$ cat src/rtl/core/midi_rsp_pkg.sv
// ----------------------------------------------------------------------------
// MIDI running-status parser package
// Shared types, kind codes and helpers for the parser front, queue and back.
// ----------------------------------------------------------------------------
package midi_rsp_pkg;

    localparam int unsigned KindWidth  = 3;
    localparam int unsigned QueueDepth = 2;
    localparam int unsigned CountWidth = $clog2(QueueDepth + 1);
    localparam int unsigned PtrWidth   = $clog2(QueueDepth);

    localparam logic [KindWidth-1:0] KIND_DESYNC   = 3'd0;
    localparam logic [KindWidth-1:0] KIND_REALTIME = 3'd1;
    localparam logic [KindWidth-1:0] KIND_SYSCOM   = 3'd2;
    localparam logic [KindWidth-1:0] KIND_STATUS   = 3'd3;
    localparam logic [KindWidth-1:0] KIND_DATA     = 3'd4;

    localparam logic [7:0] REALTIME_BASE = 8'hF8;
    localparam logic [7:0] SYSCOM_BASE   = 8'hF0;
    localparam logic [3:0] PROG_CHANGE   = 4'hC;
    localparam logic [3:0] CHAN_PRESSURE = 4'hD;

    localparam logic [1:0] LEN_ONE   = 2'd1;
    localparam logic [1:0] LEN_TWO   = 2'd2;
    localparam logic [1:0] LEN_THREE = 2'd3;

    typedef struct packed {
        logic [KindWidth-1:0] kind;
        logic [7:0]           rx_byte;
    } item_t;

    // True when a channel status byte takes two data bytes.
    function automatic logic needs_two(input logic [7:0] status);
        needs_two = !((status[7:4] == PROG_CHANGE) || (status[7:4] == CHAN_PRESSURE));
    endfunction

endpackage

$ cat src/rtl/core/midi_rsp_front.sv
// ----------------------------------------------------------------------------
// MIDI parser front end
// Accepts input words and sorts each into desync, real-time, system, status
// or data before it enters the queue.
// ----------------------------------------------------------------------------
module midi_rsp_front
    import midi_rsp_pkg::*;
(
    input  logic       s_tvalid,
    output logic       s_tready,
    input  logic [7:0] s_tdata,   // rx_byte
    input  logic       s_tuser,   // req_type
    input  logic       q_ready,
    output logic       q_push,
    output item_t      q_item
);

    assign s_tready = q_ready;
    assign q_push   = s_tvalid && q_ready;

    always_comb begin
        q_item.rx_byte = s_tdata;
        priority if (s_tuser) begin
            q_item.kind = KIND_DESYNC;
        end else if (s_tdata >= REALTIME_BASE) begin
            q_item.kind = KIND_REALTIME;
        end else if (s_tdata >= SYSCOM_BASE) begin
            q_item.kind = KIND_SYSCOM;
        end else if (s_tdata[7]) begin
            q_item.kind = KIND_STATUS;
        end else begin
            q_item.kind = KIND_DATA;
        end
    end

endmodule

$ cat src/rtl/core/midi_rsp_queue.sv
// ----------------------------------------------------------------------------
// MIDI parser queue
// A short first-in first-out store that decouples the front from the back.
// ----------------------------------------------------------------------------
module midi_rsp_queue
    import midi_rsp_pkg::*;
(
    input  logic  aclk,
    input  logic  aresetn,
    input  logic  push,
    input  item_t push_item,
    output logic  ready,
    input  logic  pop,
    output logic  valid,
    output item_t head
);

    item_t                 mem [QueueDepth];
    logic [PtrWidth-1:0]   wr_ptr_reg, wr_ptr_next;
    logic [PtrWidth-1:0]   rd_ptr_reg, rd_ptr_next;
    logic [CountWidth-1:0] count_reg, count_next;

    assign ready = (count_reg != CountWidth'(QueueDepth));
    assign valid = (count_reg != '0);
    assign head  = mem[rd_ptr_reg];

    always_comb begin
        wr_ptr_next = wr_ptr_reg;
        rd_ptr_next = rd_ptr_reg;
        count_next  = count_reg;
        if (push) begin
            wr_ptr_next = (wr_ptr_reg == PtrWidth'(QueueDepth - 1)) ? '0 : wr_ptr_reg + 1'b1;
        end
        if (pop) begin
            rd_ptr_next = (rd_ptr_reg == PtrWidth'(QueueDepth - 1)) ? '0 : rd_ptr_reg + 1'b1;
        end
        if (push && !pop) begin
            count_next = count_reg + 1'b1;
        end else if (pop && !push) begin
            count_next = count_reg - 1'b1;
        end
    end

    always_ff @(posedge aclk) begin
        if (push) begin
            mem[wr_ptr_reg] <= push_item;
        end
    end

    always_ff @(posedge aclk) begin
        if (!aresetn) begin
            wr_ptr_reg <= '0;
            rd_ptr_reg <= '0;
            count_reg  <= '0;
        end else begin
            wr_ptr_reg <= wr_ptr_next;
            rd_ptr_reg <= rd_ptr_next;
            count_reg  <= count_next;
        end
    end

    assert property (@(posedge aclk) disable iff (!aresetn)
        count_reg <= CountWidth'(QueueDepth))
        else $error("Queue count exceeds its depth.");

    assert property (@(posedge aclk) disable iff (!aresetn)
        !(pop && !valid))
        else $error("Queue popped while empty.");

    assert property (@(posedge aclk) disable iff (!aresetn)
        (count_reg == '0) |-> (wr_ptr_reg == rd_ptr_reg))
        else $error("Queue pointers disagree while empty.");

endmodule

$ cat src/rtl/core/midi_rsp_back.sv
// ----------------------------------------------------------------------------
// MIDI parser back end
// Applies the running-status rules to each queued word and holds completed
// messages in an output register until they are taken.
// ----------------------------------------------------------------------------
module midi_rsp_back
    import midi_rsp_pkg::*;
(
    input  logic        aclk,
    input  logic        aresetn,
    input  logic        q_valid,
    input  item_t       q_head,
    output logic        q_pop,
    output logic        m_tvalid,
    input  logic        m_tready,
    output logic [23:0] m_tdata    // msg_status, msg_data1, msg_data2, msg_length
);

    logic [7:0] running_reg, running_next;
    logic [7:0] current_reg, current_next;
    logic       need_two_reg, need_two_next;
    logic       have_first_reg, have_first_next;
    logic [6:0] first_data_reg, first_data_next;
    logic       desync_reg, desync_next;

    logic       out_valid_reg, out_valid_next;
    logic [7:0] out_status_reg, out_status_next;
    logic [6:0] out_data1_reg, out_data1_next;
    logic [6:0] out_data2_reg, out_data2_next;
    logic [1:0] out_len_reg, out_len_next;

    logic [7:0] cur_eff;
    logic       need_two_eff;
    logic       have_first_eff;
    logic       produces;
    logic       out_free;

    assign cur_eff        = (current_reg != '0) ? current_reg : running_reg;
    assign need_two_eff   = (current_reg != '0) ? need_two_reg : needs_two(running_reg);
    assign have_first_eff = (current_reg != '0) ? have_first_reg : 1'b0;

    assign produces = (q_head.kind == KIND_REALTIME)
                   || ((q_head.kind == KIND_DATA) && !desync_reg && (cur_eff != '0)
                       && (!need_two_eff || have_first_eff));
    assign out_free = !out_valid_reg || m_tready;
    assign q_pop    = q_valid && (!produces || out_free);

    always_comb begin
        running_next    = running_reg;
        current_next    = current_reg;
        need_two_next   = need_two_reg;
        have_first_next = have_first_reg;
        first_data_next = first_data_reg;
        desync_next     = desync_reg;
        out_valid_next  = out_valid_reg && !m_tready;
        out_status_next = out_status_reg;
        out_data1_next  = out_data1_reg;
        out_data2_next  = out_data2_reg;
        out_len_next    = out_len_reg;

        if (q_pop) begin
            unique case (q_head.kind)
                KIND_DESYNC: begin
                    running_next    = '0;
                    current_next    = '0;
                    need_two_next   = 1'b0;
                    have_first_next = 1'b0;
                    first_data_next = '0;
                    desync_next     = 1'b1;
                end
                KIND_REALTIME: begin
                    out_valid_next  = 1'b1;
                    out_status_next = q_head.rx_byte;
                    out_data1_next  = '0;
                    out_data2_next  = '0;
                    out_len_next    = LEN_ONE;
                end
                KIND_SYSCOM: begin
                    running_next    = '0;
                    current_next    = '0;
                    need_two_next   = 1'b0;
                    have_first_next = 1'b0;
                    desync_next     = 1'b0;
                end
                KIND_STATUS: begin
                    running_next    = q_head.rx_byte;
                    current_next    = q_head.rx_byte;
                    need_two_next   = needs_two(q_head.rx_byte);
                    have_first_next = 1'b0;
                    desync_next     = 1'b0;
                end
                KIND_DATA: begin
                    if (!desync_reg && (cur_eff != '0)) begin
                        need_two_next = need_two_eff;
                        if (!need_two_eff) begin
                            out_valid_next  = 1'b1;
                            out_status_next = cur_eff;
                            out_data1_next  = q_head.rx_byte[6:0];
                            out_data2_next  = '0;
                            out_len_next    = LEN_TWO;
                            current_next    = '0;
                            have_first_next = 1'b0;
                        end else if (!have_first_eff) begin
                            first_data_next = q_head.rx_byte[6:0];
                            have_first_next = 1'b1;
                            current_next    = cur_eff;
                        end else begin
                            out_valid_next  = 1'b1;
                            out_status_next = cur_eff;
                            out_data1_next  = first_data_reg;
                            out_data2_next  = q_head.rx_byte[6:0];
                            out_len_next    = LEN_THREE;
                            current_next    = '0;
                            have_first_next = 1'b0;
                        end
                    end
                end
                default: begin
                end
            endcase
        end
    end

    always_ff @(posedge aclk) begin
        if (!aresetn) begin
            running_reg    <= '0;
            current_reg    <= '0;
            need_two_reg   <= 1'b0;
            have_first_reg <= 1'b0;
            first_data_reg <= '0;
            desync_reg     <= 1'b0;
            out_valid_reg  <= 1'b0;
        end else begin
            running_reg    <= running_next;
            current_reg    <= current_next;
            need_two_reg   <= need_two_next;
            have_first_reg <= have_first_next;
            first_data_reg <= first_data_next;
            desync_reg     <= desync_next;
            out_valid_reg  <= out_valid_next;
        end
    end

    always_ff @(posedge aclk) begin
        out_status_reg <= out_status_next;
        out_data1_reg  <= out_data1_next;
        out_data2_reg  <= out_data2_next;
        out_len_reg    <= out_len_next;
    end

    assign m_tvalid = out_valid_reg;
    assign m_tdata  = {out_len_reg, out_data2_reg, out_data1_reg, out_status_reg};

    assert property (@(posedge aclk) disable iff (!aresetn)
        have_first_reg |-> ((current_reg != '0) && need_two_reg))
        else $error("First data byte held without a two-byte message open.");

    assert property (@(posedge aclk) disable iff (!aresetn)
        desync_reg |-> ((running_reg == '0) && (current_reg == '0) && !have_first_reg))
        else $error("Parser state not cleared while out of sync.");

    assert property (@(posedge aclk) disable iff (!aresetn)
        out_valid_reg |-> (out_status_reg[7] && (out_len_reg != '0)
                           && ((out_len_reg == LEN_THREE) || (out_data2_reg == '0))))
        else $error("Malformed message in the output register.");

endmodule

$ cat src/rtl/core/midi_running_status_parser.sv
// ----------------------------------------------------------------------------
// MIDI running-status parser
// Top level: front end, word queue and back end in a row.
// ----------------------------------------------------------------------------
// Each input word is one received MIDI byte (s_tuser low) or a forced loss of
// sync (s_tuser high). Completed channel messages and real-time bytes come out
// as one word carrying the status, up to two data bytes and the length. The
// parser takes one word per clock cycle while the queue has room: the back end
// applies the running status rules to the queued head word as it pops it, and a
// two-entry queue together with the output register keeps input flowing until
// the queue fills while a result waits. A result passes through the queue and
// then the output register before it is offered, and is held until taken.
module midi_running_status_parser
    import midi_rsp_pkg::*;
(
    input  logic        aclk,
    input  logic        aresetn,
    input  logic        s_tvalid,
    output logic        s_tready,
    input  logic [7:0]  s_tdata,   // rx_byte
    input  logic        s_tuser,   // req_type
    output logic        m_tvalid,
    input  logic        m_tready,
    output logic [23:0] m_tdata    // msg_status, msg_data1, msg_data2, msg_length
);

    logic  q_ready;
    logic  q_push;
    item_t q_item;
    logic  q_pop;
    logic  q_valid;
    item_t q_head;

    midi_rsp_front u_front (
        .s_tvalid (s_tvalid),
        .s_tready (s_tready),
        .s_tdata  (s_tdata),
        .s_tuser  (s_tuser),
        .q_ready  (q_ready),
        .q_push   (q_push),
        .q_item   (q_item)
    );

    midi_rsp_queue u_queue (
        .aclk      (aclk),
        .aresetn   (aresetn),
        .push      (q_push),
        .push_item (q_item),
        .ready     (q_ready),
        .pop       (q_pop),
        .valid     (q_valid),
        .head      (q_head)
    );

    midi_rsp_back u_back (
        .aclk     (aclk),
        .aresetn  (aresetn),
        .q_valid  (q_valid),
        .q_head   (q_head),
        .q_pop    (q_pop),
        .m_tvalid (m_tvalid),
        .m_tready (m_tready),
        .m_tdata  (m_tdata)
    );

endmodule
$ cat config.mk
export PLATFORM = sky130hd
export DESIGN_NAME = midi_running_status_parser
export DESIGN_NICKNAME = d
export VERILOG_FILES = /design/src/rtl/core/midi_rsp_pkg.sv /design/src/rtl/core/midi_rsp_front.sv /design/src/rtl/core/midi_rsp_queue.sv /design/src/rtl/core/midi_rsp_back.sv /design/src/rtl/core/midi_running_status_parser.sv
export SDC_FILE = /design/constraint.sdc
export NUM_CORES = 1
export LEC_CHECK = 0
export BUFFER_PORTS_ARGS = -buffer_cell sky130_fd_sc_hd__buf_2
export CAP_MARGIN = 25
export CORE_UTILIZATION = 55
export DETAILED_ROUTE_END_ITERATION = 10
export PLACE_DENSITY = 0.75
export SETUP_SLACK_MARGIN = 0.1
export SYNTH_ARGS = -nofsm -noshare
export SYNTH_HDL_FRONTEND = slang
export SYNTH_HIERARCHICAL = 1
export SYNTH_SLANG_ARGS = --single-unit
$ cat constraint.sdc
create_clock -name aclk -period 8.6 [get_ports aclk]
set_input_delay 1.72 -clock aclk [delete_from_list [all_inputs] [get_ports aclk]]
set_output_delay 1.72 -clock aclk [all_outputs]
set_load 0.02 [all_outputs]
==> flow_metrics.env <==
export IMPL_crit_family="simple AND/OR/NAND/NOR gates"
export IMPL_diodes=0
export IMPL_yosysTopAreaCellShare=0.387
export IMPL_antenna_found_initial=0
export IMPL_max_slew_worst_pin_slew_ns=0.974
export IMPL_vias=2683
export IMPL_top_register="u_queue/mem"
export IMPL_crit_required_ns=8.53
export IMPL_postCtsSetupRepairBufs=0
export IMPL_via_per_inst=6.40
export IMPL_clkLatencyLatePin_ns=0.35
export IMPL_synth_top_cell_by_area="edfxtp_1"
export IMPL_fp_dieH_um=82.5
export IMPL_cp_startpoint="m_tready"
export IMPL_clock_fmax_mhz=258
export IMPL_fp_dieArea_um2=6810
export IMPL_path_class="in2reg"
export IMPL_status="finished, final reports clean"
export IMPL_ant_nets=0
export IMPL_fin_cells=419
export IMPL_gp_congestion=0.951
export IMPL_synthArstFlopShare=0
export IMPL_path_clk_slew_ns=0.07
export IMPL_placed_cells=402
export IMPL_yosys_most_used_dff="edfxtp_1"
export IMPL_largest_reg_flops=22
export IMPL_syn_avg_cell_area_um2=11.2
export IMPL_ys_top_cells_by_area="edfxtp_1 (39%), dfxtp_1 (18%), o21ai_0 (3.5%), mux2_1 (3.2%), nand4_1 (3.0%)"
export IMPL_syn_nets=331
export IMPL_cts_buffer_depth=2
export IMPL_yosysSeqAreaShare=0.567
export IMPL_synth_seq_cells=78
export IMPL_vdd_ir_drop_worst_uv=211
export IMPL_drive_gt1_frac=0.177
export IMPL_hold_start="u_back/have_first_reg"
export IMPL_cap_viol_max_count=0
export IMPL_grt_overflow_total=0
export IMPL_leakage_nw=1.42
export IMPL_fin_crit_ns=3.88
export IMPL_track_usage=0.251
export IMPL_startpoint_type="input port"
export IMPL_area_growth_pct=10.9
export IMPL_synth_cell_types=49
export IMPL_avgRoutedWirePerCell_um=18.3
export IMPL_setup_viol=0
export IMPL_critPathMaxFanout=24
export IMPL_crit_chain="buf_2 -> or3b_2 -> a41oi_1 -> or4b_4 -> and2_1 -> o211a_1"
export IMPL_crit_buf_inv=1
export IMPL_crit_path_end_kind="register"
export IMPL_h_tree_depth=3
export IMPL_fin_crit_sh=0.451
export IMPL_core_area_um2=6100
export IMPL_power_density_nw_per_um2=381
export IMPL_hold_class="reg2reg"
export IMPL_fin_skew_ns=0.00846
export IMPL_fin_setup_tns_ns=0
export IMPL_slew_limit_headroom=0.351
export IMPL_synth_edf_count=46
export IMPL_drc_errors=0
export IMPL_drtIter0Drc=370
export IMPL_grt_start_max_net_pins=30
export IMPL_critPathSlowestCell="or4b_4"
export IMPL_grt_pass1_wl_um=12300
export IMPL_critPathArrivalTime_ns=3.81
export IMPL_wl_um=7680
export IMPL_io_pins=39
export IMPL_final_cell_area_um2=3960
export IMPL_nNetsFinal=353
export IMPL_cts_sinks=78
export IMPL_cts_hold_buf=0
export IMPL_rsz0062_at_grt="no"
export IMPL_grt_pass1_vias=2463
export IMPL_ys_warn_count=6
export IMPL_num_rows=28
export IMPL_cts_buffers=9
export IMPL_clock_root_buffer="clkbuf_8"
export IMPL_crit_path_max_incr_delay_ns=0.58
export IMPL_cts_tree="done"
export IMPL_syn_inst=317
export IMPL_syn_area_um2=3570
export IMPL_place_area_um2=3710
export IMPL_cts_resized=0
export IMPL_hold_violations=0
export IMPL_initial_core_util=0.585
export IMPL_portBuffers=38
export IMPL_dr_pass1_iters=5
export IMPL_slew_viol_final=0
export IMPL_hpwl_um=5030
export IMPL_die_w_um=82.5
cells in the mapped netlist (9+ instances only):
master    instances
and2_1           13
nor2_1           12
o21ai_0          25
nand2_1          20
a211oi_1          9
clkbuf_1         18
dfxtp_1          32
nand4_1          17
edfxtp_1         46
buf_4             9
a41oi_1          11
mux2_1           10
a21oi_1          18
power breakdown:
group,switching [mW],internal [mW]
combinational,0.407,0.231
clock,0.126,0.200
sequential,0.0534,0.491
total,0.586,0.922
layout by cell type (no fill, tap or decap), types with 2 or more instances in the layout:
cell type | Yosys | final
mux2i_1 | 8 | 8
and2_1 | 13 | 13
xor2_1 | 2 | 2
mux2_1 | 10 | 10
inv_1 | 2 | 2
clkinv_1 | 3 | 4
a41oi_1 | 11 | 11
or2_2 | 2 | 2
o31a_1 | 2 | 2
a211oi_1 | 9 | 9
clkbuf_8 | 0 | 10
clkbuf_1 | 18 | 2
nor2_1 | 12 | 12
edfxtp_1 | 46 | 46
bufinv_16 | 0 | 3
nor3_1 | 2 | 2
o211a_1 | 2 | 2
and3_1 | 3 | 3
nand2_1 | 20 | 20
a21oi_1 | 18 | 18
nand2b_1 | 4 | 4
nand4_1 | 17 | 17
o21ai_0 | 25 | 25
nor2b_1 | 2 | 2
nor4_1 | 4 | 4
o21a_1 | 2 | 2
buf_2 | 1 | 38
a22o_1 | 8 | 8
o211ai_1 | 2 | 2
dfxtp_1 | 32 | 32
nand3b_1 | 2 | 2
a22oi_1 | 8 | 8
cell families after synthesis:
group | after synthesis | share of synthesized area
compound gates | 91 | 0.170
xor+xnor | 3 | 0.00737
fa+ha+maj | 1 | 0.00351
buf+inv | 34 | 0.0477
flops | 78 | 0.567
mux | 19 | 0.0572
simple gates | 91 | 0.147
through the flow:
step / worst slack, ns / hold slack (ns) / power (mW) / util
final: 4.72 / 0.478 / 1.51 / 0.649
after detailed placement: 4.39 / 0.467 / 1.18 / 0.609
after CTS: 4.76 / 0.476 / 1.50 / 0.648
after floorplan: 4.80 / 0.443 / 1.03 / -
after global routing: 4.47 / 0.492 / 1.59 / 0.649
after global placement: 4.45 / 0.453 / 1.15 / 0.607
path summary, 6_finish.rpt:
kind	endpoint	slack, ns	cells past startpoint
worst min register to register	u_back/have_first_reg	0.48	2
worst max-delay path	u_back/out_status_reg[5]	4.72	6
worst max register to register	u_back/out_status_reg[5]	4.74	6
worst min-delay path	u_back/have_first_reg	0.48	2
worst reg2reg max path, cell delays in order, from the launching register on:
cell     delay (ns)
dfxtp_1        0.63
mux2_1         0.44
nor2_1         0.21
nand2_1        0.56
or4b_4         0.84
and2_1         0.25
o211a_1        0.52
per-layer routing:
layer,vias up,wire (um),share of wire,global-route usage
li1,1254,-,-,-
met1,1284,3260,0.42,0.325
met2,126,3730,0.49,0.392
met3,19,470,0.061,0.0473
met4,0,223,0.029,0.147
met5,-,0,0,0
area by class of cell:
cell class	instances	area, um^2
fill	500	2140
clock inverter	4	93.8
sequential	78	2020
timing repair buffer	40	209
clock buffer	12	145
inverter	5	18.8
multi-input combinational	205	1370
tap	75	93.8
(Power assumes the default switching activity.)
